[config.mk]
export PLATFORM = sky130hd
export DESIGN_NAME = voice_allocator_quietest_steal
export DESIGN_NICKNAME = d
export VERILOG_FILES = /design/src/hw/rtl/vaqs_pkg.sv /design/src/hw/rtl/vaqs_voice_mem.sv /design/src/hw/rtl/voice_allocator_quietest_steal.sv
export SDC_FILE = /design/constraint.sdc
export NUM_CORES = 1
export LEC_CHECK = 0
export BUFFER_PORTS_ARGS = -buffer_cell sky130_fd_sc_hd__clkbuf_2
export CORE_ASPECT_RATIO = 0.9
export CORE_MARGIN = 2
export CORE_UTILIZATION = 35
export DETAILED_ROUTE_END_ITERATION = 6
export PLACE_DENSITY = 0.62
export SLEW_MARGIN = 30
export SYNTH_ARGS = -nofsm -noshare
export SYNTH_HDL_FRONTEND = slang
export SYNTH_SLANG_ARGS = --single-unit
[constraint.sdc]
create_clock -name clk_i -period 4.2 [get_ports clk_i]
set_clock_uncertainty 0.1 [all_clocks]
set_input_delay 0.63 -clock clk_i [delete_from_list [all_inputs] [get_ports clk_i]]
set_output_delay 0.63 -clock clk_i [all_outputs]
set_load 0.01 [all_outputs]
[src/hw/rtl/vaqs_pkg.sv]
// Shared types and constants for the voice allocator with quietest-voice stealing.
package vaqs_pkg;

  localparam int unsigned SlotW  = 5;
  localparam int unsigned GainW  = 16;
  localparam int unsigned ActW   = 6;
  localparam int unsigned OpW    = 2;
  localparam int unsigned StatW  = 2;

  localparam logic [ActW-1:0] ActiveReset = 6'd32;

  typedef enum logic [OpW-1:0] {
    OP_ALLOC   = 2'd0,
    OP_RELEASE = 2'd1,
    OP_GAIN    = 2'd2,
    OP_NONE    = 2'd3
  } op_e;

  typedef enum logic [StatW-1:0] {
    ST_OK       = 2'd0,
    ST_NO_VOICE = 2'd1,
    ST_RANGE    = 2'd2
  } status_e;

  typedef enum logic [1:0] {
    S_IDLE,
    S_MODIFY,
    S_SCAN,
    S_FINISH
  } state_e;

  // One voice record as kept in the voice memory
  typedef struct packed {
    logic             busy;
    logic             streaming;
    logic [GainW-1:0] gain;
  } voice_t;

endpackage

[src/hw/rtl/vaqs_voice_mem.sv]
// Voice record memory: one write port, one registered read port, reset-cleared valid bits.
module vaqs_voice_mem #(
  parameter int unsigned VOICES = 32,
  parameter int unsigned IW     = 5
) (
  input  logic              clk_i,
  input  logic              rst_ni,
  input  logic [IW-1:0]     rd_addr_i,
  output vaqs_pkg::voice_t  rd_data_o,
  input  logic              wr_en_i,
  input  logic [IW-1:0]     wr_addr_i,
  input  vaqs_pkg::voice_t  wr_data_i
);

  vaqs_pkg::voice_t mem [VOICES];
  logic [VOICES-1:0] vld_q;
  vaqs_pkg::voice_t  rd_q;
  logic              rd_vld_q;

  // Write the record array
  always_ff @(posedge clk_i) begin
    if (wr_en_i) begin
      mem[wr_addr_i] <= wr_data_i;
    end
  end

  // Mark written entries; reset returns every entry to its cleared value
  always_ff @(posedge clk_i or negedge rst_ni) begin
    if (!rst_ni) begin
      vld_q <= '0;
    end else if (wr_en_i) begin
      vld_q[wr_addr_i] <= 1'b1;
    end
  end

  // Register the read data and its valid bit
  always_ff @(posedge clk_i) begin
    rd_q <= mem[rd_addr_i];
  end

  always_ff @(posedge clk_i or negedge rst_ni) begin
    if (!rst_ni) begin
      rd_vld_q <= 1'b0;
    end else begin
      rd_vld_q <= vld_q[rd_addr_i];
    end
  end

  // An unwritten entry reads as free, not streaming, zero gain
  assign rd_data_o = rd_vld_q ? rd_q : '0;

endmodule

[src/hw/rtl/voice_allocator_quietest_steal.sv]
// Voice allocator: round-robin free-voice search with quietest-voice stealing.
// Allocate: round-robin scan, ending early when a free voice is found; one voice record is
// read per cycle from the voice memory during the scan. Release and set-gain: read, write
// back, result; straight to the result for a bad slot, an unused op or an empty pool.
// The next input transfer is taken the cycle after the output register loads.
// Reset clears all voices at once through per-entry valid bits; pool size resets to 32, capped at VOICES.
module voice_allocator_quietest_steal #(
  parameter int unsigned VOICES = 32
) (
  input  logic                         clk_i,
  input  logic                         rst_ni,
  // configuration write
  input  logic                         cfg_valid_i,
  output logic                         cfg_ready_o,
  input  logic [vaqs_pkg::ActW-1:0]    cfg_data_i,
  // input items
  input  logic                         in_valid_i,
  output logic                         in_stall_o,
  input  logic [vaqs_pkg::OpW-1:0]     op_i,
  input  logic [vaqs_pkg::SlotW-1:0]   slot_i,
  input  logic [vaqs_pkg::GainW-1:0]   gain_i,
  input  logic                         owner_streaming_i,
  // result items
  output logic                         out_valid_o,
  input  logic                         out_stall_i,
  output logic [vaqs_pkg::SlotW-1:0]   granted_slot_o,
  output logic                         stole_o,
  output logic [vaqs_pkg::StatW-1:0]   status_o
);

  localparam int unsigned IW = (VOICES > 1) ? $clog2(VOICES) : 1;
  localparam int unsigned XW = ((IW > vaqs_pkg::SlotW) ? IW : vaqs_pkg::SlotW) + 1;

  typedef logic [XW-1:0] idx_t;

  vaqs_pkg::state_e  state_q, state_d;
  logic [vaqs_pkg::ActW-1:0] active_q;
  logic [IW-1:0]     sp_q;

  vaqs_pkg::op_e     op_q;
  idx_t              slot_q;
  logic [vaqs_pkg::GainW-1:0] gain_q;
  logic              os_q;

  idx_t              iss_idx_q;
  idx_t              iss_cnt_q;
  logic              ev_vld_q;
  idx_t              ev_idx_q;
  logic              have_q;
  idx_t              best_idx_q;
  logic [vaqs_pkg::GainW-1:0] best_gain_q;

  idx_t              res_slot_q;
  logic              res_stole_q;
  vaqs_pkg::status_e res_status_q;

  logic              out_valid_q;
  logic [vaqs_pkg::SlotW-1:0] out_slot_q;
  logic              out_stole_q;
  vaqs_pkg::status_e out_status_q;

  idx_t              pool_n;
  idx_t              slot_x;
  idx_t              start_p;
  logic              slot_bad;
  logic              in_xfer;
  logic              out_free;
  logic              issue;
  logic              found;
  logic              scan_done;
  logic              cand;
  vaqs_pkg::status_e first_status;

  logic [IW-1:0]     rd_addr;
  vaqs_pkg::voice_t  rd_voice;
  logic              wr_en;
  logic [IW-1:0]     wr_addr;
  vaqs_pkg::voice_t  wr_data;

  vaqs_voice_mem #(
    .VOICES (VOICES),
    .IW     (IW)
  ) u_mem (
    .clk_i     (clk_i),
    .rst_ni    (rst_ni),
    .rd_addr_i (rd_addr),
    .rd_data_o (rd_voice),
    .wr_en_i   (wr_en),
    .wr_addr_i (wr_addr),
    .wr_data_i (wr_data)
  );

  // Pool size and handshake terms
  assign pool_n   = (idx_t'(active_q) < idx_t'(VOICES)) ? idx_t'(active_q) : idx_t'(VOICES);
  assign slot_x   = idx_t'(slot_i);
  assign slot_bad = (slot_x >= pool_n);
  assign start_p  = (idx_t'(sp_q) < pool_n) ? idx_t'(sp_q) : '0;

  assign in_stall_o  = (state_q != vaqs_pkg::S_IDLE);
  assign in_xfer     = in_valid_i && !in_stall_o;
  assign out_free    = !out_valid_q || !out_stall_i;
  assign cfg_ready_o = 1'b1;

  // Scan terms: issue one read per cycle, evaluate the returning record
  assign found     = (state_q == vaqs_pkg::S_SCAN) && ev_vld_q && !rd_voice.busy;
  assign issue     = (state_q == vaqs_pkg::S_SCAN) && (iss_cnt_q < pool_n) && !found;
  assign scan_done = (state_q == vaqs_pkg::S_SCAN) && !found && !ev_vld_q
                     && (iss_cnt_q == pool_n);
  assign cand      = ev_vld_q && rd_voice.busy && !rd_voice.streaming
                     && (!have_q || (rd_voice.gain < best_gain_q)
                         || ((rd_voice.gain == best_gain_q) && (ev_idx_q < best_idx_q)));

  // Status known at the input transfer
  always_comb begin
    first_status = vaqs_pkg::ST_OK;
    unique case (vaqs_pkg::op_e'(op_i))
      vaqs_pkg::OP_ALLOC: begin
        if (pool_n == '0) begin
          first_status = vaqs_pkg::ST_NO_VOICE;
        end
      end
      vaqs_pkg::OP_RELEASE, vaqs_pkg::OP_GAIN: begin
        if (slot_bad) begin
          first_status = vaqs_pkg::ST_RANGE;
        end
      end
      default: ;
    endcase
  end

  // Next state
  always_comb begin
    state_d = state_q;
    unique case (state_q)
      vaqs_pkg::S_IDLE: begin
        if (in_xfer) begin
          unique case (vaqs_pkg::op_e'(op_i))
            vaqs_pkg::OP_ALLOC: begin
              state_d = (pool_n == '0) ? vaqs_pkg::S_FINISH : vaqs_pkg::S_SCAN;
            end
            vaqs_pkg::OP_RELEASE, vaqs_pkg::OP_GAIN: begin
              state_d = slot_bad ? vaqs_pkg::S_FINISH : vaqs_pkg::S_MODIFY;
            end
            default: state_d = vaqs_pkg::S_FINISH;
          endcase
        end
      end
      vaqs_pkg::S_MODIFY: state_d = vaqs_pkg::S_FINISH;
      vaqs_pkg::S_SCAN: begin
        if (found || scan_done) begin
          state_d = vaqs_pkg::S_FINISH;
        end
      end
      vaqs_pkg::S_FINISH: begin
        if (out_free) begin
          state_d = vaqs_pkg::S_IDLE;
        end
      end
      default: state_d = vaqs_pkg::S_IDLE;
    endcase
  end

  // Memory port control
  always_comb begin
    rd_addr = (state_q == vaqs_pkg::S_SCAN) ? iss_idx_q[IW-1:0] : slot_x[IW-1:0];
    wr_en   = 1'b0;
    wr_addr = slot_q[IW-1:0];
    wr_data = rd_voice;
    unique case (state_q)
      vaqs_pkg::S_MODIFY: begin
        wr_en = 1'b1;
        if (op_q == vaqs_pkg::OP_RELEASE) begin
          wr_data.busy      = 1'b0;
          wr_data.streaming = 1'b0;
        end else begin
          wr_data.gain = gain_q;
        end
      end
      vaqs_pkg::S_SCAN: begin
        wr_data.busy      = 1'b1;
        wr_data.streaming = os_q;
        wr_data.gain      = '0;
        if (found) begin
          wr_en   = 1'b1;
          wr_addr = ev_idx_q[IW-1:0];
        end else if (scan_done && have_q) begin
          wr_en   = 1'b1;
          wr_addr = best_idx_q[IW-1:0];
        end
      end
      default: ;
    endcase
  end

  // Control registers
  always_ff @(posedge clk_i or negedge rst_ni) begin
    if (!rst_ni) begin
      state_q  <= vaqs_pkg::S_IDLE;
      active_q <= vaqs_pkg::ActiveReset;
      sp_q     <= '0;
      ev_vld_q <= 1'b0;
    end else begin
      state_q  <= state_d;
      ev_vld_q <= issue;
      if (cfg_valid_i && cfg_ready_o) begin
        active_q <= cfg_data_i;
      end
      // Leave the search pointer on the granted voice
      if (found) begin
        sp_q <= ev_idx_q[IW-1:0];
      end else if (scan_done && have_q) begin
        sp_q <= best_idx_q[IW-1:0];
      end
    end
  end

  // Item, scan and result registers
  always_ff @(posedge clk_i) begin
    if (in_xfer) begin
      op_q         <= vaqs_pkg::op_e'(op_i);
      slot_q       <= slot_x;
      gain_q       <= gain_i;
      os_q         <= owner_streaming_i;
      iss_idx_q    <= start_p;
      iss_cnt_q    <= '0;
      have_q       <= 1'b0;
      best_idx_q   <= '0;
      best_gain_q  <= '0;
      res_slot_q   <= '0;
      res_stole_q  <= 1'b0;
      res_status_q <= first_status;
    end
    // Advance the round-robin read index, wrapping at the pool end
    if (issue) begin
      iss_idx_q <= ((iss_idx_q + idx_t'(1)) == pool_n) ? '0 : iss_idx_q + idx_t'(1);
      iss_cnt_q <= iss_cnt_q + idx_t'(1);
    end
    ev_idx_q <= iss_idx_q;
    // Track the quietest non-streaming busy voice
    if ((state_q == vaqs_pkg::S_SCAN) && cand) begin
      have_q      <= 1'b1;
      best_idx_q  <= ev_idx_q;
      best_gain_q <= rd_voice.gain;
    end
    if (found) begin
      res_slot_q <= ev_idx_q;
    end else if (scan_done) begin
      if (have_q) begin
        res_slot_q  <= best_idx_q;
        res_stole_q <= 1'b1;
      end else begin
        res_status_q <= vaqs_pkg::ST_NO_VOICE;
      end
    end
  end

  // Output register: load on finish, drop after the transfer
  always_ff @(posedge clk_i or negedge rst_ni) begin
    if (!rst_ni) begin
      out_valid_q <= 1'b0;
    end else if ((state_q == vaqs_pkg::S_FINISH) && out_free) begin
      out_valid_q <= 1'b1;
    end else if (!out_stall_i) begin
      out_valid_q <= 1'b0;
    end
  end

  always_ff @(posedge clk_i) begin
    if ((state_q == vaqs_pkg::S_FINISH) && out_free) begin
      out_slot_q   <= res_slot_q[vaqs_pkg::SlotW-1:0];
      out_stole_q  <= res_stole_q;
      out_status_q <= res_status_q;
    end
  end

  assign out_valid_o    = out_valid_q;
  assign granted_slot_o = out_slot_q;
  assign stole_o        = out_stole_q;
  assign status_o       = out_status_q;

endmodule
==> results.sh <==
export IMPL_status="finished with violations"
export IMPL_violations="negative hold slack"
export IMPL_setup_violations=0
export IMPL_routed_via_count=17579
export IMPL_cp_max_fo=18
export IMPL_place_congestion=0.900
export IMPL_postCtsSetupRepairBufs=0
export IMPL_comb_power_share=0.357
export IMPL_overflow=0
export IMPL_grt_setup_unrepaired="false"
export IMPL_p_switching_uw=9430
export IMPL_grt_max_degree=65
export IMPL_insertion_delay_ps=640
export IMPL_endpoint_kind="flop"
export IMPL_synth_cell_types=67
export IMPL_powerDensity_nw_per_um2=748
export IMPL_grt_pass1_vias=17423
export IMPL_die_w_um=312
export IMPL_p_leak_uw=0.0118
export IMPL_drv_slew=0
export IMPL_num_rows=101
export IMPL_mostFrequentLayoutCells="642 x edfxtp_1, 173 x nand2_1, 121 x a21oi_1"
export IMPL_drv_cap=0
export IMPL_antenna_found_initial=5
export IMPL_critPathLaunchType="flop"
export IMPL_final_common_cell="edfxtp_1"
export IMPL_setup_tns_ps=0
export IMPL_hold_viol=6
export IMPL_grt_usage=0.176
export IMPL_core_area_um2=84500
export IMPL_clockBufferDepth=3
export IMPL_grt_pass1_wl_mm=115
export IMPL_hold_class="in -> async"
export IMPL_syn_avg_cell_area_um2=15.8
export IMPL_syn_cell_area_um2=30000
export IMPL_period_minus_slack_ps=3930
export IMPL_p_seq_frac=0.398
export IMPL_io_buffer_count=44
export IMPL_postCtsHoldBufs=0
export IMPL_cts_tree="yes"
export IMPL_numCtsBuffers=71
export IMPL_async_flop_share=0.0664
export IMPL_ys_warn_count=0
export IMPL_avgRoutedWirePerCell_um=24.3
export IMPL_detail_route_antenna_nets=0
export IMPL_die_area_um2=87900
export IMPL_arrival_ps=4140
export IMPL_r2r_slack_ps=270
export IMPL_fillers=7500
export IMPL_htree_levels=3
export IMPL_postSynthCellCount=1894
export IMPL_pwr_share_clk=0.245
export IMPL_vias_per_cell=5.50
export IMPL_synth_edff_count=642
export IMPL_drt_total_wl_mm=77.8
export IMPL_initial_core_util=0.354
export IMPL_critPathRequiredTime_ps=4410
export IMPL_die_h_um=282
export IMPL_tightest_slew_ps=931
export IMPL_drive_gt1_frac=0.214
export IMPL_ys_seq_area_frac=0.706
export IMPL_power_internal_uw=16400
export IMPL_cts_root_buffer="clkbuf_16"
export IMPL_path_class="reg -> reg"
export IMPL_cts_num_sinks=723
export IMPL_initialDrtViolationCount=2198
export IMPL_final_cells=3196
export IMPL_dp_cells=3065
export IMPL_switching_share=0.365
export IMPL_nNetsFinal=2085
export IMPL_finalCritPeriodShare=0.935
export IMPL_layout_area_overhead_vs_synth_pct=15.3
export IMPL_synth_ff_type="edfxtp_1"
export IMPL_clk_pin_slew_ps=60
export IMPL_ir_drop_v=0.000649
export IMPL_hpwlAfterDp_mm=49.8
export IMPL_drcViolationCount=0
export IMPL_whs_ps=-13.0
export IMPL_ioPinCount=46
export IMPL_ys_ff_latch=723
export IMPL_syn_num_nets=1974
export IMPL_slew_headroom=0.379
export IMPL_fmax_ghz=0.255
export IMPL_dr_pass1_iters=5
[worst max-delay path, stage by stage (launching register included)]
cell and delay, ps:
dfstp_2 400, inv_1 200, nand2_1 160, ha_1 340
nand3_1 130, nor4_4 550, nor2_2 240, a21oi_1 550
nand2_1 400, nor3_2 210, buf_4 310
[power by group through the flow]
stage	Combinational (µW)	Clock (µW)	Sequential, µW
floorplan	5340	0	10300
global placement	8930	0	10400
detailed placement	9120	0	10400
CTS	9140	6430	10300
global route	9850	6720	10300
finish	9220	6340	10300
[kinds of logic after synthesis]
group                    after synthesis  share of synthesized area
buffers and inverters                153                     0.0232
AND/OR/NAND/NOR                      417                     0.0622
flip-flops                           723                      0.706
XOR/XNOR                              12                    0.00351
multiplexers                         147                     0.0976
other                                  1                   0.000125
adder cells (fa/ha/maj)               45                     0.0188
AO/OA/AOI/OAI                        396                     0.0887
[registers in the layout, indices dropped and copies added, names as in the netlist, 2 cells and up]
name and flops:
ev_idx_q 6, res_status_q 2, res_slot_q 5, active_q 6
granted_slot_o 5, u_mem.vld_q 32, best_idx_q 6, state_q 2
u_mem.mem 576, status_o 2, iss_idx_q 6, op_q 2
iss_cnt_q 6, slot_q 5, sp_q 5, u_mem.rd_q 18
best_gain_q 16, gain_q 16
[worst paths after layout]
| check | startpoint | end | cells past startpoint |
|---|---|---|---|
| worst max-delay path | active_q[5] | u_mem.mem[13][13] | 10 |
| worst min-delay path | rst_ni | active_q[2] | 2 |
| worst max register to register | active_q[5] | u_mem.mem[13][13] | 10 |
| worst min register to register | res_status_q[0] | status_o[0] | 0 |
| max in group asynchronous | rst_ni | u_mem.vld_q[6] | 2 |
| min in group clk_i | gain_i[6] | gain_q[6] | 1 |
[cell type report]
class / count / area (µm²) / area share
multi-input cells: 1018 / 8320 / 0.241
clock buffers: 91 / 1920 / 0.0557
flip-flops and latches: 723 / 21100 / 0.612
inverters: 37 / 139 / 0.00402
well taps: 1133 / 1420 / 0.0410
repair buffers: 154 / 1210 / 0.0350
diodes: 1 / 2.50 / 0.0000725
clock inverters: 39 / 380 / 0.0110
[synthesized netlist by cell type (all sizes together), types with 20 or more instances]
master,instances,area (µm²)
a21o,24,180
ha,45,563
dfxtp,33,661
buf,59,343
o22ai,35,219
mux2i,24,244
dfrtp,47,1180
o21a,20,150
mux4,115,2590
inv,37,139
nor2,112,423
nand2,174,653
clkbuf,57,214
o21bai,28,210
o311ai,33,289
a21oi,139,699
edfxtp,642,19300
nand3,38,190
a211oi,30,230
[metal layers]
metal,wire (µm),vias up,track usage,part of all wire
met2,34400,830,0.267,0.44
met4,2320,2,0.0537,0.030
met5,7,-,0,0.000090
met3,7340,142,0.0397,0.094
met1,33700,8959,0.252,0.43
li1,-,7646,-,-
[per-stage QoR]
stage | util | total power, µW | cell area (µm²) | hold slack [ps] | worst slack, ps
final | 0.409 | 25800 | 34500 | -13.0 | 273
after global routing | 0.409 | 26900 | 34500 | 52.9 | 35.7
after CTS | 0.408 | 25800 | 34500 | 11.3 | 286
after detailed placement | 0.381 | 19500 | 32200 | 322 | 314
after global placement | 0.381 | 19300 | 32200 | 331 | 382
after floorplan | - | 15600 | 30000 | 234 | 2.23
[timing repair]
action | CTS | global route
gates resized for setup | 0 | 1
hold endpoints to repair | 0 | 0
setup endpoints to repair | 0 | 118
Power figures use the tool's default switching activity.
